$ cat src/rtl/core/cscan_pkg.sv
`default_nettype none

package cscan_pkg;

	localparam int MAX_REQUESTS = 32;
	localparam int TRACK_BITS   = 16;
	localparam int TOTAL_BITS   = 22;
	localparam int KIND_BITS    = 2;
	localparam int CFG_IDX_W    = 2;

	// store index and fill-count widths
	localparam int IDX_W = (MAX_REQUESTS > 1) ? $clog2(MAX_REQUESTS) : 1;
	localparam int CNT_W = $clog2(MAX_REQUESTS + 1);

	// move kinds
	localparam logic [KIND_BITS-1:0] KIND_SERVE = 2'd0;
	localparam logic [KIND_BITS-1:0] KIND_EDGE  = 2'd1;
	localparam logic [KIND_BITS-1:0] KIND_WRAP  = 2'd2;

	// register indexes
	localparam logic [CFG_IDX_W-1:0] REG_START_HEAD = 2'd0;
	localparam logic [CFG_IDX_W-1:0] REG_DISK_END   = 2'd1;
	localparam logic [CFG_IDX_W-1:0] REG_SCAN_UP    = 2'd2;

	typedef struct packed {
		logic [TRACK_BITS-1:0] request_track;
		logic                  batch_last;
	} req_word_t;

	typedef struct packed {
		logic [TRACK_BITS-1:0] head_track;
		logic [TRACK_BITS-1:0] move_distance;
		logic [KIND_BITS-1:0]  move_kind;
		logic [TOTAL_BITS-1:0] total_seek;
		logic                  dropped_flag;
		logic                  sequence_last;
	} res_word_t;

	// shared compare/subtract unit result
	typedef struct packed {
		logic                  lt;
		logic                  eq;
		logic [TRACK_BITS-1:0] absd;
	} alu_res_t;

	typedef enum logic [3:0] {
		ST_IDLE,
		ST_INS,
		ST_PLACE,
		ST_PREP,
		ST_SRCH,
		ST_SETA,
		ST_RD,
		ST_SV,
		ST_EDGE,
		ST_JUMP
	} seq_state_t;

endpackage

`default_nettype wire

$ cat src/rtl/core/cscan_alu.sv
`default_nettype none

// one subtractor: a < b, a == b, |a - b|
module cscan_alu
	import cscan_pkg::*;
(
	input  wire logic [TRACK_BITS-1:0] a,
	input  wire logic [TRACK_BITS-1:0] b,
	output alu_res_t                   res
);

	logic [TRACK_BITS:0] diff;

	assign diff = {1'b0, a} - {1'b0, b};

	always_comb begin
		res.lt   = diff[TRACK_BITS];
		res.eq   = (diff == '0);
		res.absd = diff[TRACK_BITS] ? (~diff[TRACK_BITS-1:0] + 1'b1) : diff[TRACK_BITS-1:0];
	end

endmodule

`default_nettype wire

$ cat src/rtl/core/cscan_disk_scheduler.sv
`default_nettype none

// Channel  Dir  Handshake            Word
// req      in   req_valid/req_stall  req_word_t: request_track, batch_last
// res      out  res_valid/res_stall  res_word_t: head, distance, kind, total, flags
// cfg      in   cfg_we               cfg_index selects register, cfg_data
//
// Load: stored entries are compared from the top; each above the new track is
//   moved up until one stops the walk, then the track is placed; a dropped word skips the store.
// Schedule: a search for the split, a read and a subtract per served request,
//   steps for the pass end, edge and wrap; one shared subtractor.
// Reset is asynchronous; it empties the batch and loads register defaults.
// req_stall is high while busy; res_stall freezes only the step loading res.
module cscan_disk_scheduler
	import cscan_pkg::*;
(
	input  wire logic                  clk,
	input  wire logic                  arst_n,
	input  wire logic                  req_valid,
	output logic                       req_stall,
	input  wire req_word_t             req,
	output logic                       res_valid,
	input  wire logic                  res_stall,
	output res_word_t                  res,
	input  wire logic                  cfg_we,
	input  wire logic [CFG_IDX_W-1:0]  cfg_index,
	input  wire logic [TRACK_BITS-1:0] cfg_data
);

	// configuration
	logic [TRACK_BITS-1:0] start_head_q;
	logic [TRACK_BITS-1:0] disk_end_q;
	logic                  scan_up_q;

	// sequencer and batch state
	seq_state_t            state_q, state_d;
	logic [CNT_W-1:0]      count_q, count_d;
	logic                  overflow_q, overflow_d;
	logic [CNT_W-1:0]      k_q, k_d;        // insertion slot
	logic [CNT_W-1:0]      j_q, j_d;        // search pointer
	logic [CNT_W-1:0]      i_q, i_d;        // split point
	logic [CNT_W-1:0]      addr_q, addr_d;  // emission read pointer
	logic [CNT_W-1:0]      rem_q, rem_d;    // serves left in this pass
	logic                  phase_b_q, phase_b_d;
	logic [TRACK_BITS-1:0] head_q, head_d;
	logic [TOTAL_BITS-1:0] total_q, total_d;
	logic [TRACK_BITS-1:0] track_q;
	logic                  last_q;

	// request store
	logic [TRACK_BITS-1:0] mem_q [MAX_REQUESTS];
	logic [TRACK_BITS-1:0] rdata_q;
	logic                  rd_en, wr_en;
	logic [IDX_W-1:0]      raddr, waddr;
	logic [TRACK_BITS-1:0] wdata;

	// shared unit
	logic [TRACK_BITS-1:0] alu_a, alu_b;
	alu_res_t              alu_res;

	// output register
	logic                  res_valid_q;
	res_word_t             res_q;
	res_word_t             out_d;
	logic                  out_load;
	logic                  out_free;

	logic                  req_accept;
	logic [CNT_W-1:0]      count_m1, k_m1, k_m2, j_inc, b_rem, addr_step;
	logic [TOTAL_BITS-1:0] total_sum;

	cscan_alu u_alu (
		.a   (alu_a),
		.b   (alu_b),
		.res (alu_res)
	);

	assign req_stall  = (state_q != ST_IDLE);
	assign req_accept = req_valid && !req_stall;
	assign out_free   = !res_valid_q || !res_stall;
	assign res_valid  = res_valid_q;
	assign res        = res_q;

	assign count_m1  = count_q - CNT_W'(1);
	assign k_m1      = k_q - CNT_W'(1);
	assign k_m2      = k_q - CNT_W'(2);
	assign j_inc     = j_q + CNT_W'(1);
	// second pass length: below split going up, above it going down
	assign b_rem     = scan_up_q ? i_q : (count_q - i_q);
	assign addr_step = scan_up_q ? (addr_q + CNT_W'(1)) : (addr_q - CNT_W'(1));
	assign total_sum = total_q + TOTAL_BITS'(alu_res.absd);

	// configuration writes; the host must write only while no batch is in flight (not enforced here)
	always_ff @(posedge clk or negedge arst_n) begin
		if (!arst_n) begin
			start_head_q <= '0;
			disk_end_q   <= '1;
			scan_up_q    <= 1'b1;
		end else if (cfg_we) begin
			case (cfg_index)
				REG_START_HEAD: start_head_q <= cfg_data;
				REG_DISK_END:   disk_end_q   <= cfg_data;
				REG_SCAN_UP:    scan_up_q    <= cfg_data[0];
				default:        ;
			endcase
		end
	end

	// store: one write, one registered read
	always_ff @(posedge clk) begin
		if (wr_en) begin
			mem_q[waddr] <= wdata;
		end
		if (rd_en) begin
			rdata_q <= mem_q[raddr];
		end
	end

	always_ff @(posedge clk or negedge arst_n) begin
		if (!arst_n) begin
			state_q     <= ST_IDLE;
			count_q     <= '0;
			overflow_q  <= 1'b0;
			res_valid_q <= 1'b0;
		end else begin
			state_q    <= state_d;
			count_q    <= count_d;
			overflow_q <= overflow_d;
			if (out_load) begin
				res_valid_q <= 1'b1;
			end else if (!res_stall) begin
				res_valid_q <= 1'b0;
			end
		end
	end

	always_ff @(posedge clk) begin
		k_q       <= k_d;
		j_q       <= j_d;
		i_q       <= i_d;
		addr_q    <= addr_d;
		rem_q     <= rem_d;
		phase_b_q <= phase_b_d;
		head_q    <= head_d;
		total_q   <= total_d;
		if (req_accept) begin
			track_q <= req.request_track;
			last_q  <= req.batch_last;
		end
		if (out_load) begin
			res_q <= out_d;
		end
	end

	always_comb begin
		state_d    = state_q;
		count_d    = count_q;
		overflow_d = overflow_q;
		k_d        = k_q;
		j_d        = j_q;
		i_d        = i_q;
		addr_d     = addr_q;
		rem_d      = rem_q;
		phase_b_d  = phase_b_q;
		head_d     = head_q;
		total_d    = total_q;
		rd_en      = 1'b0;
		raddr      = '0;
		wr_en      = 1'b0;
		waddr      = k_q[IDX_W-1:0];
		wdata      = rdata_q;
		alu_a      = rdata_q;
		alu_b      = head_q;
		out_load   = 1'b0;
		out_d      = '{
			head_track:    rdata_q,
			move_distance: alu_res.absd,
			move_kind:     KIND_SERVE,
			total_seek:    total_sum,
			dropped_flag:  overflow_q,
			sequence_last: 1'b0
		};

		unique case (state_q)
			ST_IDLE: begin
				if (req_valid) begin
					if (count_q == CNT_W'(MAX_REQUESTS)) begin
						// store full: drop, still schedule if last
						overflow_d = 1'b1;
						state_d    = req.batch_last ? ST_PREP : ST_IDLE;
					end else if (count_q == '0) begin
						k_d     = '0;
						state_d = ST_PLACE;
					end else begin
						k_d     = count_q;
						rd_en   = 1'b1;
						raddr   = count_m1[IDX_W-1:0];
						state_d = ST_INS;
					end
				end
			end

			ST_INS: begin
				// rdata_q holds entry k-1; move it up while it is above the new track
				alu_a = track_q;
				alu_b = rdata_q;
				if (alu_res.lt) begin
					wr_en = 1'b1;
					k_d   = k_m1;
					if (k_q == CNT_W'(1)) begin
						state_d = ST_PLACE;
					end else begin
						rd_en = 1'b1;
						raddr = k_m2[IDX_W-1:0];
					end
				end else begin
					state_d = ST_PLACE;
				end
			end

			ST_PLACE: begin
				wr_en   = 1'b1;
				wdata   = track_q;
				count_d = count_q + CNT_W'(1);
				state_d = last_q ? ST_PREP : ST_IDLE;
			end

			ST_PREP: begin
				rd_en   = 1'b1;
				raddr   = '0;
				j_d     = '0;
				state_d = ST_SRCH;
			end

			ST_SRCH: begin
				// up: count tracks below head; down: count tracks at or below head
				if (scan_up_q) begin
					alu_a = rdata_q;
					alu_b = start_head_q;
				end else begin
					alu_a = start_head_q;
					alu_b = rdata_q;
				end
				if (alu_res.lt == scan_up_q) begin
					if (j_inc == count_q) begin
						i_d     = count_q;
						state_d = ST_SETA;
					end else begin
						j_d   = j_inc;
						rd_en = 1'b1;
						raddr = j_inc[IDX_W-1:0];
					end
				end else begin
					i_d     = j_q;
					state_d = ST_SETA;
				end
			end

			ST_SETA: begin
				phase_b_d = 1'b0;
				head_d    = start_head_q;
				total_d   = '0;
				if (scan_up_q) begin
					addr_d = i_q;
					rem_d  = count_q - i_q;
				end else begin
					addr_d = i_q - CNT_W'(1);
					rem_d  = i_q;
				end
				state_d = ST_RD;
			end

			ST_RD: begin
				if (rem_q == '0) begin
					if (phase_b_q) begin
						count_d    = '0;
						overflow_d = 1'b0;
						state_d    = ST_IDLE;
					end else begin
						state_d = ST_EDGE;
					end
				end else begin
					rd_en   = 1'b1;
					raddr   = addr_q[IDX_W-1:0];
					state_d = ST_SV;
				end
			end

			ST_SV: begin
				if (out_free) begin
					out_load            = 1'b1;
					out_d.sequence_last = phase_b_q && (rem_q == CNT_W'(1));
					head_d              = rdata_q;
					total_d             = total_sum;
					addr_d              = addr_step;
					rem_d               = rem_q - CNT_W'(1);
					if (out_d.sequence_last) begin
						count_d    = '0;
						overflow_d = 1'b0;
						state_d    = ST_IDLE;
					end else begin
						state_d = ST_RD;
					end
				end
			end

			ST_EDGE: begin
				alu_a = scan_up_q ? disk_end_q : '0;
				alu_b = head_q;
				if (alu_res.eq) begin
					// already at the edge
					state_d = ST_JUMP;
				end else if (out_free) begin
					out_load         = 1'b1;
					out_d.head_track = alu_a;
					out_d.move_kind  = KIND_EDGE;
					head_d           = alu_a;
					total_d          = total_sum;
					state_d          = ST_JUMP;
				end
			end

			ST_JUMP: begin
				// wrap costs disk_end in either direction
				alu_a = disk_end_q;
				alu_b = '0;
				if (out_free) begin
					out_load            = 1'b1;
					out_d.head_track    = scan_up_q ? '0 : disk_end_q;
					out_d.move_kind     = KIND_WRAP;
					out_d.sequence_last = (b_rem == '0);
					head_d              = out_d.head_track;
					total_d             = total_sum;
					if (b_rem == '0) begin
						count_d    = '0;
						overflow_d = 1'b0;
						state_d    = ST_IDLE;
					end else begin
						phase_b_d = 1'b1;
						addr_d    = scan_up_q ? '0 : count_m1;
						rem_d     = b_rem;
						state_d   = ST_RD;
					end
				end
			end

			default: begin
				state_d = ST_IDLE;
			end
		endcase
	end

`ifndef ASSERT_OFF
	a_count_range: assert property (@(posedge clk) disable iff (!arst_n)
		count_q <= CNT_W'(MAX_REQUESTS))
		else $error("request count above capacity");

	a_load_free: assert property (@(posedge clk) disable iff (!arst_n)
		out_load |-> out_free)
		else $error("output register overwritten while held");

	a_serve_pending: assert property (@(posedge clk) disable iff (!arst_n)
		(state_q == ST_SV) |-> (rem_q != '0))
		else $error("serve step with empty pass");

	a_last_clears: assert property (@(posedge clk) disable iff (!arst_n)
		(out_load && out_d.sequence_last) |=> (count_q == '0 && !overflow_q
			&& state_q == ST_IDLE))
		else $error("batch not cleared after final word");

	a_busy_no_take: assert property (@(posedge clk) disable iff (!arst_n)
		(state_q == ST_SV || state_q == ST_INS) |-> req_stall)
		else $error("request taken while sequencer busy");
`endif

endmodule

`default_nettype wire
$ cat config.mk
export PLATFORM = sky130hd
export DESIGN_NAME = cscan_disk_scheduler
export DESIGN_NICKNAME = d
export VERILOG_FILES = /design/src/rtl/core/cscan_pkg.sv /design/src/rtl/core/cscan_alu.sv /design/src/rtl/core/cscan_disk_scheduler.sv
export SDC_FILE = /design/constraint.sdc
export NUM_CORES = 1
export LEC_CHECK = 0
export BUFFER_PORTS_ARGS = -buffer_cell sky130_fd_sc_hd__clkbuf_2
export CAP_MARGIN = 20
export CORE_MARGIN = 2
export CORE_UTILIZATION = 57
export DETAILED_ROUTE_END_ITERATION = 10
export PLACE_DENSITY = 0.8
export RECOVER_POWER = 50
export REMOVE_ABC_BUFFERS = 1
export SLEW_MARGIN = 20
export SYNTH_ARGS = -nofsm -noshare
export SYNTH_HDL_FRONTEND = slang
export SYNTH_HIERARCHICAL = 1
export SYNTH_SLANG_ARGS = --single-unit
$ cat constraint.sdc
create_clock -name clk -period 6.7 [get_ports clk]
set_clock_uncertainty 0.1 [all_clocks]
set_input_delay 0.335 -clock clk [delete_from_list [all_inputs] [get_ports clk]]
set_output_delay 0.335 -clock clk [all_outputs]
set_load 0.01 [all_outputs]
# Yosys cells after proc, flatten, opt, wreduce, memory -nomap -nowiden
# Memories as Yosys holds them, arrays and structs flattened. A register that Yosys moved wholly into a read port is not among the register bits.
# Cells that the tools add are included.
dict set report totals {
  ff_bits 189
  latchBits 0
  mem_bits_rw 512
  mem_bits_ro 0
  in_bits 40
  output_inout_bits 60
  mem_count 1
}
# memory words word_bits read_ports rd_clocked_by_memory_dff wr line_no
set mem_list {}
lappend mem_list {mem_q 32 16 1 1 1 cscan_disk_scheduler.sv:51} ;# logic [TRACK_BITS-1:0] mem_q [MAX_REQUESTS];
dict set report classes {
  n_addsub 13
  multipliers 0
  n_div 0
  n_lt_le_gt_ge 0
  n_eq_ne 36
  shifts 0
  mux 114
  n_bitwise 1
  n_reduce_logical 35
}
# cell n
set ops {}
lappend ops {{$mux W16} 13}
lappend ops {{$mux W6} 25}
lappend ops {{$pmux W16 S4} 2}
lappend ops {{$pmux W22 S3} 1}
lappend ops {{$pmux W16 S3} 1}
lappend ops {{$mux W22} 2}
lappend ops {{$mux W4} 11}
lappend ops {{$mux W5} 8}
lappend ops {{$pmux W4 S10} 1}
lappend ops {{$pmux W6 S3} 2}
lappend ops {{$pmux W16 S2} 1}
lappend ops {{$sub A6 B1 Y6 const B} 5}
lappend ops {{$mux W1} 29}
lappend ops {{$ne A2 B2 Y1 const B} 14}
lappend ops {{$pmux W6 S2} 2}
lappend ops {{$pmux W6 S4} 1}
lappend ops {{$add A22 B16 Y22} 1}
lappend ops {{$pmux W5 S4} 1}
lappend ops {{$add A6 B1 Y6 const B} 3}
lappend ops {{$logic_not A6 Y1} 3}
lappend ops {{$logic_not A17 Y1} 1}
lappend ops {{$sub A16 B16 Y17} 1}
lappend ops {{$add A16 B1 Y16 const B} 1}
lappend ops {{$eq A4 B3 Y1 const B} 4}
lappend ops {{36 further kinds} 66}

# Longest topological paths before layout
dict set report depth {
  depth_word 10
  depth_mapped 32
  mapped_depth_nobuf 30
}

# Cells and area by module
# Netlist, hierarchy kept.
# mod instances cells_per_inst area_per_inst_um2 seq_area_each_um2
set by_module_without_submodules {}
lappend by_module_without_submodules {cscan_disk_scheduler 1 2431 32114.6 21296.7}
lappend by_module_without_submodules {cscan_alu 1 188 1348.8 0.0}

# Worst setup path before layout
# No wires, ideal clock.
dict set report synth_path {
  path_kind {flip-flop to flip-flop}
  from {register state_q[0]}
  to {register res_q (netlist bit res[23]) (data pin)}
  setup_time_ns 0.258
  arrival_time_ns 6.217
  setup_slack_ns 0.125
  path_stages_with_launch 29
  n_path_buf 4
  synth_period_minus_slack_ns 6.575
  path_cell_list {dfrtp_1 buf_4 clkbuf_1 inv_1 clkbuf_1 nor4_1 clkbuf_1 a222oi_1 nand2_1 inv_1 fa_1 nor2b_1 o2111ai_2 nand3b_1 a21boi_1 o21ai_1 o22a_1 inv_2 o21ai_0 ha_1 a21o_1 a21oi_1 o21ai_0 a31o_2 a2111oi_0 o311ai_0 a31oi_1 nand4b_1 xnor2_1}
}
# element line_no
set synth_lines {}
lappend synth_lines {{start: declaration} cscan_disk_scheduler.sv:36} ;# seq_state_t state_q, state_d;
lappend synth_lines {{start signal: assignment} cscan_disk_scheduler.sv:126} ;# state_q <= state_d;
lappend synth_lines {{end signal: assignment} cscan_disk_scheduler.sv:151} ;# res_q <= out_d;
lappend synth_lines {{end: declaration} cscan_disk_scheduler.sv:63} ;# res_word_t res_q;

==> flow_summary_export.csv <==
group,metric,value,unit
floorplanning,die_h,246,um
cells_and_area,fin_nets,2942,
job,drv_cap,2,
critical_path,max_stage_delay,0.56,ns
route,dr.pass1.iters,7,
placed_design,hpwl,60100,um
cells_and_area,final_common_cell,"edfxtp_1",
cts,root_buffer,"clkbuf_16",
critical_path,critPathSlowestCell,"a2111oi_1",
cts,h-tree-depth,3,
route,drtIter0Drc,2913,
synth,synth.ff_latch_count,716,
cts,clk_pin_slew_worst_paths,0.07,ns
floorplanning,coreArea,0.0579,sq mm
critical_path,start_kind,"flip-flop",
cts,cts_tree,"built",
synth,synthFlopType,"edfxtp_1",
route,drc_errors,0,
grt,grt_first_pass_wirelength,141000,um
cells_and_area,diodes,0,
grt,track_usage,0.311,
cells_and_area,stdcell_count,3663,
placed_design,place_congestion,0.975,
critical_path,path_class,"flip-flop to flip-flop",
placed_design,dp.cells,3482,
grt,antenna_found_initial,0,
cts,clk_path_buf_depth,3,
critical_path,cp_data_required_time,6.97,ns
cells_and_area,area_growth,15.0,%
critical_path,critical_path_buf_inv_count,6,
route,viasPerCell,6.52,
timing,hold_violations,0,
outcome,status,"complete, but fails checks",
grt,grt-ovfl-total,0,
route,vias,23900,
timing,period_needed,6.54,ns
timing,finalCritPeriodShare,0.976,
timing,timing.final.max_slew_violations,79,
synth,syn_area_per_cell,12.8,sq um
timing,tightest_slew,2.82,ns
critical_path,path_max_fanout,24,
placed_design,numPortBuffers,99,
timing,fmax,153,MHz
cells_and_area,layout-drive-gt1-share,0.143,
synth,synth-async-reset-ratio,0.0628,
synth,ys_types,103,
critical_path,cp_data_arrival_time,6.81,ns
floorplanning,num_rows,88,
floorplanning,dieWidth,246,um
critical_path,setup.worst_path.end_class,"flip-flop",
timing,relSlewSlack,-0.881,
floorplanning,dieArea,0.0607,sq mm
route,final_antenna_net_count,0,
floorplanning,io_pins,100,
route,wl,95500,um
timing,setup-violations-final,0,
min_path,hp-class,"input pin to flip-flop",
grt,grt_pass1_vias,23300,
critical_path,crit_top_cell,"nand2_1",
cells_and_area,final_cell_mix,"671 x edfxtp_1, 434 x nand2_1, 141 x nor2_1",
outcome,failed_checks,"max-capacitance violations, max-slew violations",
synth,synth_edf_count,671,
floorplanning,initial_utilization,0.578,
synth,synthesis.area,0.0335,sq mm
synth,synth_seq_area_share,0.636,
grt,grt_max_degree,61,
route,wl_per_cell,26.1,um
synth,yosys_warnings,6,
synth,synthCells,2619,
critical_path,crit_family,"compound AO/OA/AOI/OAI gates",
cts,clock-sinks,716,
cts,numCtsBuffers,73,
cts,clkLatencyLatePin,0.63,ns
==> final timing paths <==
kind	from	endpoint	slack (ns)	cells past startpoint
setup / recovery	state_q[3]	rdata_q[8]	0.16	26
hold / removal	req_valid	overflow_q	0.05	3
setup reg to reg	state_q[3]	rdata_q[8]	0.16	26
hold reg to reg	overflow_q	res[1]	0.44	0
max in group asynchronous	arst_n	count_q[2]	3.74	3
min in group asynchronous	arst_n	res_valid	1.17	3
==> worst register-to-register path: cells and delay by family, from the launching register on <==
| family | cells | cell delay (ns) |
|---|---|---|
| and+or+nand+nor | 7 | 1.22 |
| AOI/OAI and AO/OA | 12 | 3.00 |
| adders and majority gates | 1 | 0.45 |
| buffers and inverters | 6 | 1.16 |
| DFF | 1 | 0.35 |
==> flip-flops by register name, indices dropped and copies added, names as in the netlist <==
| signal | cells |
|---|---|
| res | 58 |
| overflow_q | 1 |
| last_q | 1 |
| count_q | 6 |
| phase_b_q | 1 |
| i_q | 6 |
| res_valid | 1 |
| j_q | 6 |
| track_q | 16 |
| total_q | 22 |
| rem_q | 6 |
| k_q | 6 |
| disk_end_q | 16 |
| head_q | 16 |
| addr_q | 5 |
| start_head_q | 16 |
| state_q | 4 |
| mem_q | 512 |
| scan_up_q | 1 |
| rdata_q | 16 |
==> cells in the mapped netlist (9+ instances only) <==
master,instances,area (sq um)
edfxtp_1,671,20100
a222oi_1,32,320
inv_1,83,312
nor2b_1,46,288
mux2_2,48,541
buf_4,25,188
buf_2,41,205
ha_1,54,676
xnor2_1,54,473
or3_1,12,75.1
o21ai_1,11,55.1
nand2_1,436,1640
mux2i_1,139,1390
clkbuf_1,60,225
o22ai_1,13,81.3
a221oi_1,17,149
a2111o_1,15,169
dfstp_2,17,447
a2111oi_1,10,100
nand2b_1,11,68.8
a2111oi_0,54,473
dfrtp_1,28,701
buf_6,9,101
o2111ai_1,17,149
o22a_1,16,140
a21oi_1,119,596
a21o_1,10,75.1
xor2_1,19,166
nor3_1,21,105
nor2_1,145,544
nand3_1,54,270
o21ai_0,74,370
a211oi_1,66,495
and3_1,13,81.3
==> kinds of logic after synthesis <==
logic type / count (synthesis) / synth area share
AND/OR/NAND/NOR: 808 / 0.110
flip-flops: 716 / 0.636
AO/OA/AOI/OAI: 542 / 0.119
buffers and inverters: 229 / 0.0321
multiplexers: 188 / 0.0582
XOR/XNOR: 78 / 0.0223
adder cells (fa/ha/maj): 58 / 0.0226
==> routing by layer <==
metal  up-vias  share of wire  track usage
met3       269           0.10       0.0593
met2      1560           0.47        0.498
met1     11700           0.37        0.414
met5         -              0            0
met4         0          0.052        0.147
li1      10400              -            -
==> area by class of cell <==
type,instances,area [sq um]
Clock buffer,96,2000
Clock inverter,33,410
Fill cell,4084,19400
Inverter,84,320
Multi-Input combinational cell,1677,11400
Sequential cell,716,21300
Tap cell,765,957
Timing Repair Buffer,292,2130
==> stage by stage <==
step	cell area, sq um	worst slack (ns)	hold WS [ns]	utilization	TNS, ns
after floorplan	32700	-8.08	-0.0606	-	-134.58
after global placement	35400	-0.582	0.383	0.612	-5.72
after detailed placement	35400	-0.665	0.391	0.612	-10.13
after CTS	38300	0.00369	0.0329	0.661	0
after global routing	38500	-0.00832	0.0505	0.665	-0.00832
final	38500	0.158	0.0534	0.665	0
==> repair_timing <==
item	CTS	global route
buffers inserted	2	7
cloned	1	5
hold buffers	37	0
endpoints found under the hold margin	78	0
setup endpoints to repair	33	44
pin swaps	2	13
resized for setup	9	53
Power is left out: the tool's default activity adds up to more than one toggle a clock period on the data nets, which glitch-free logic cannot reach.
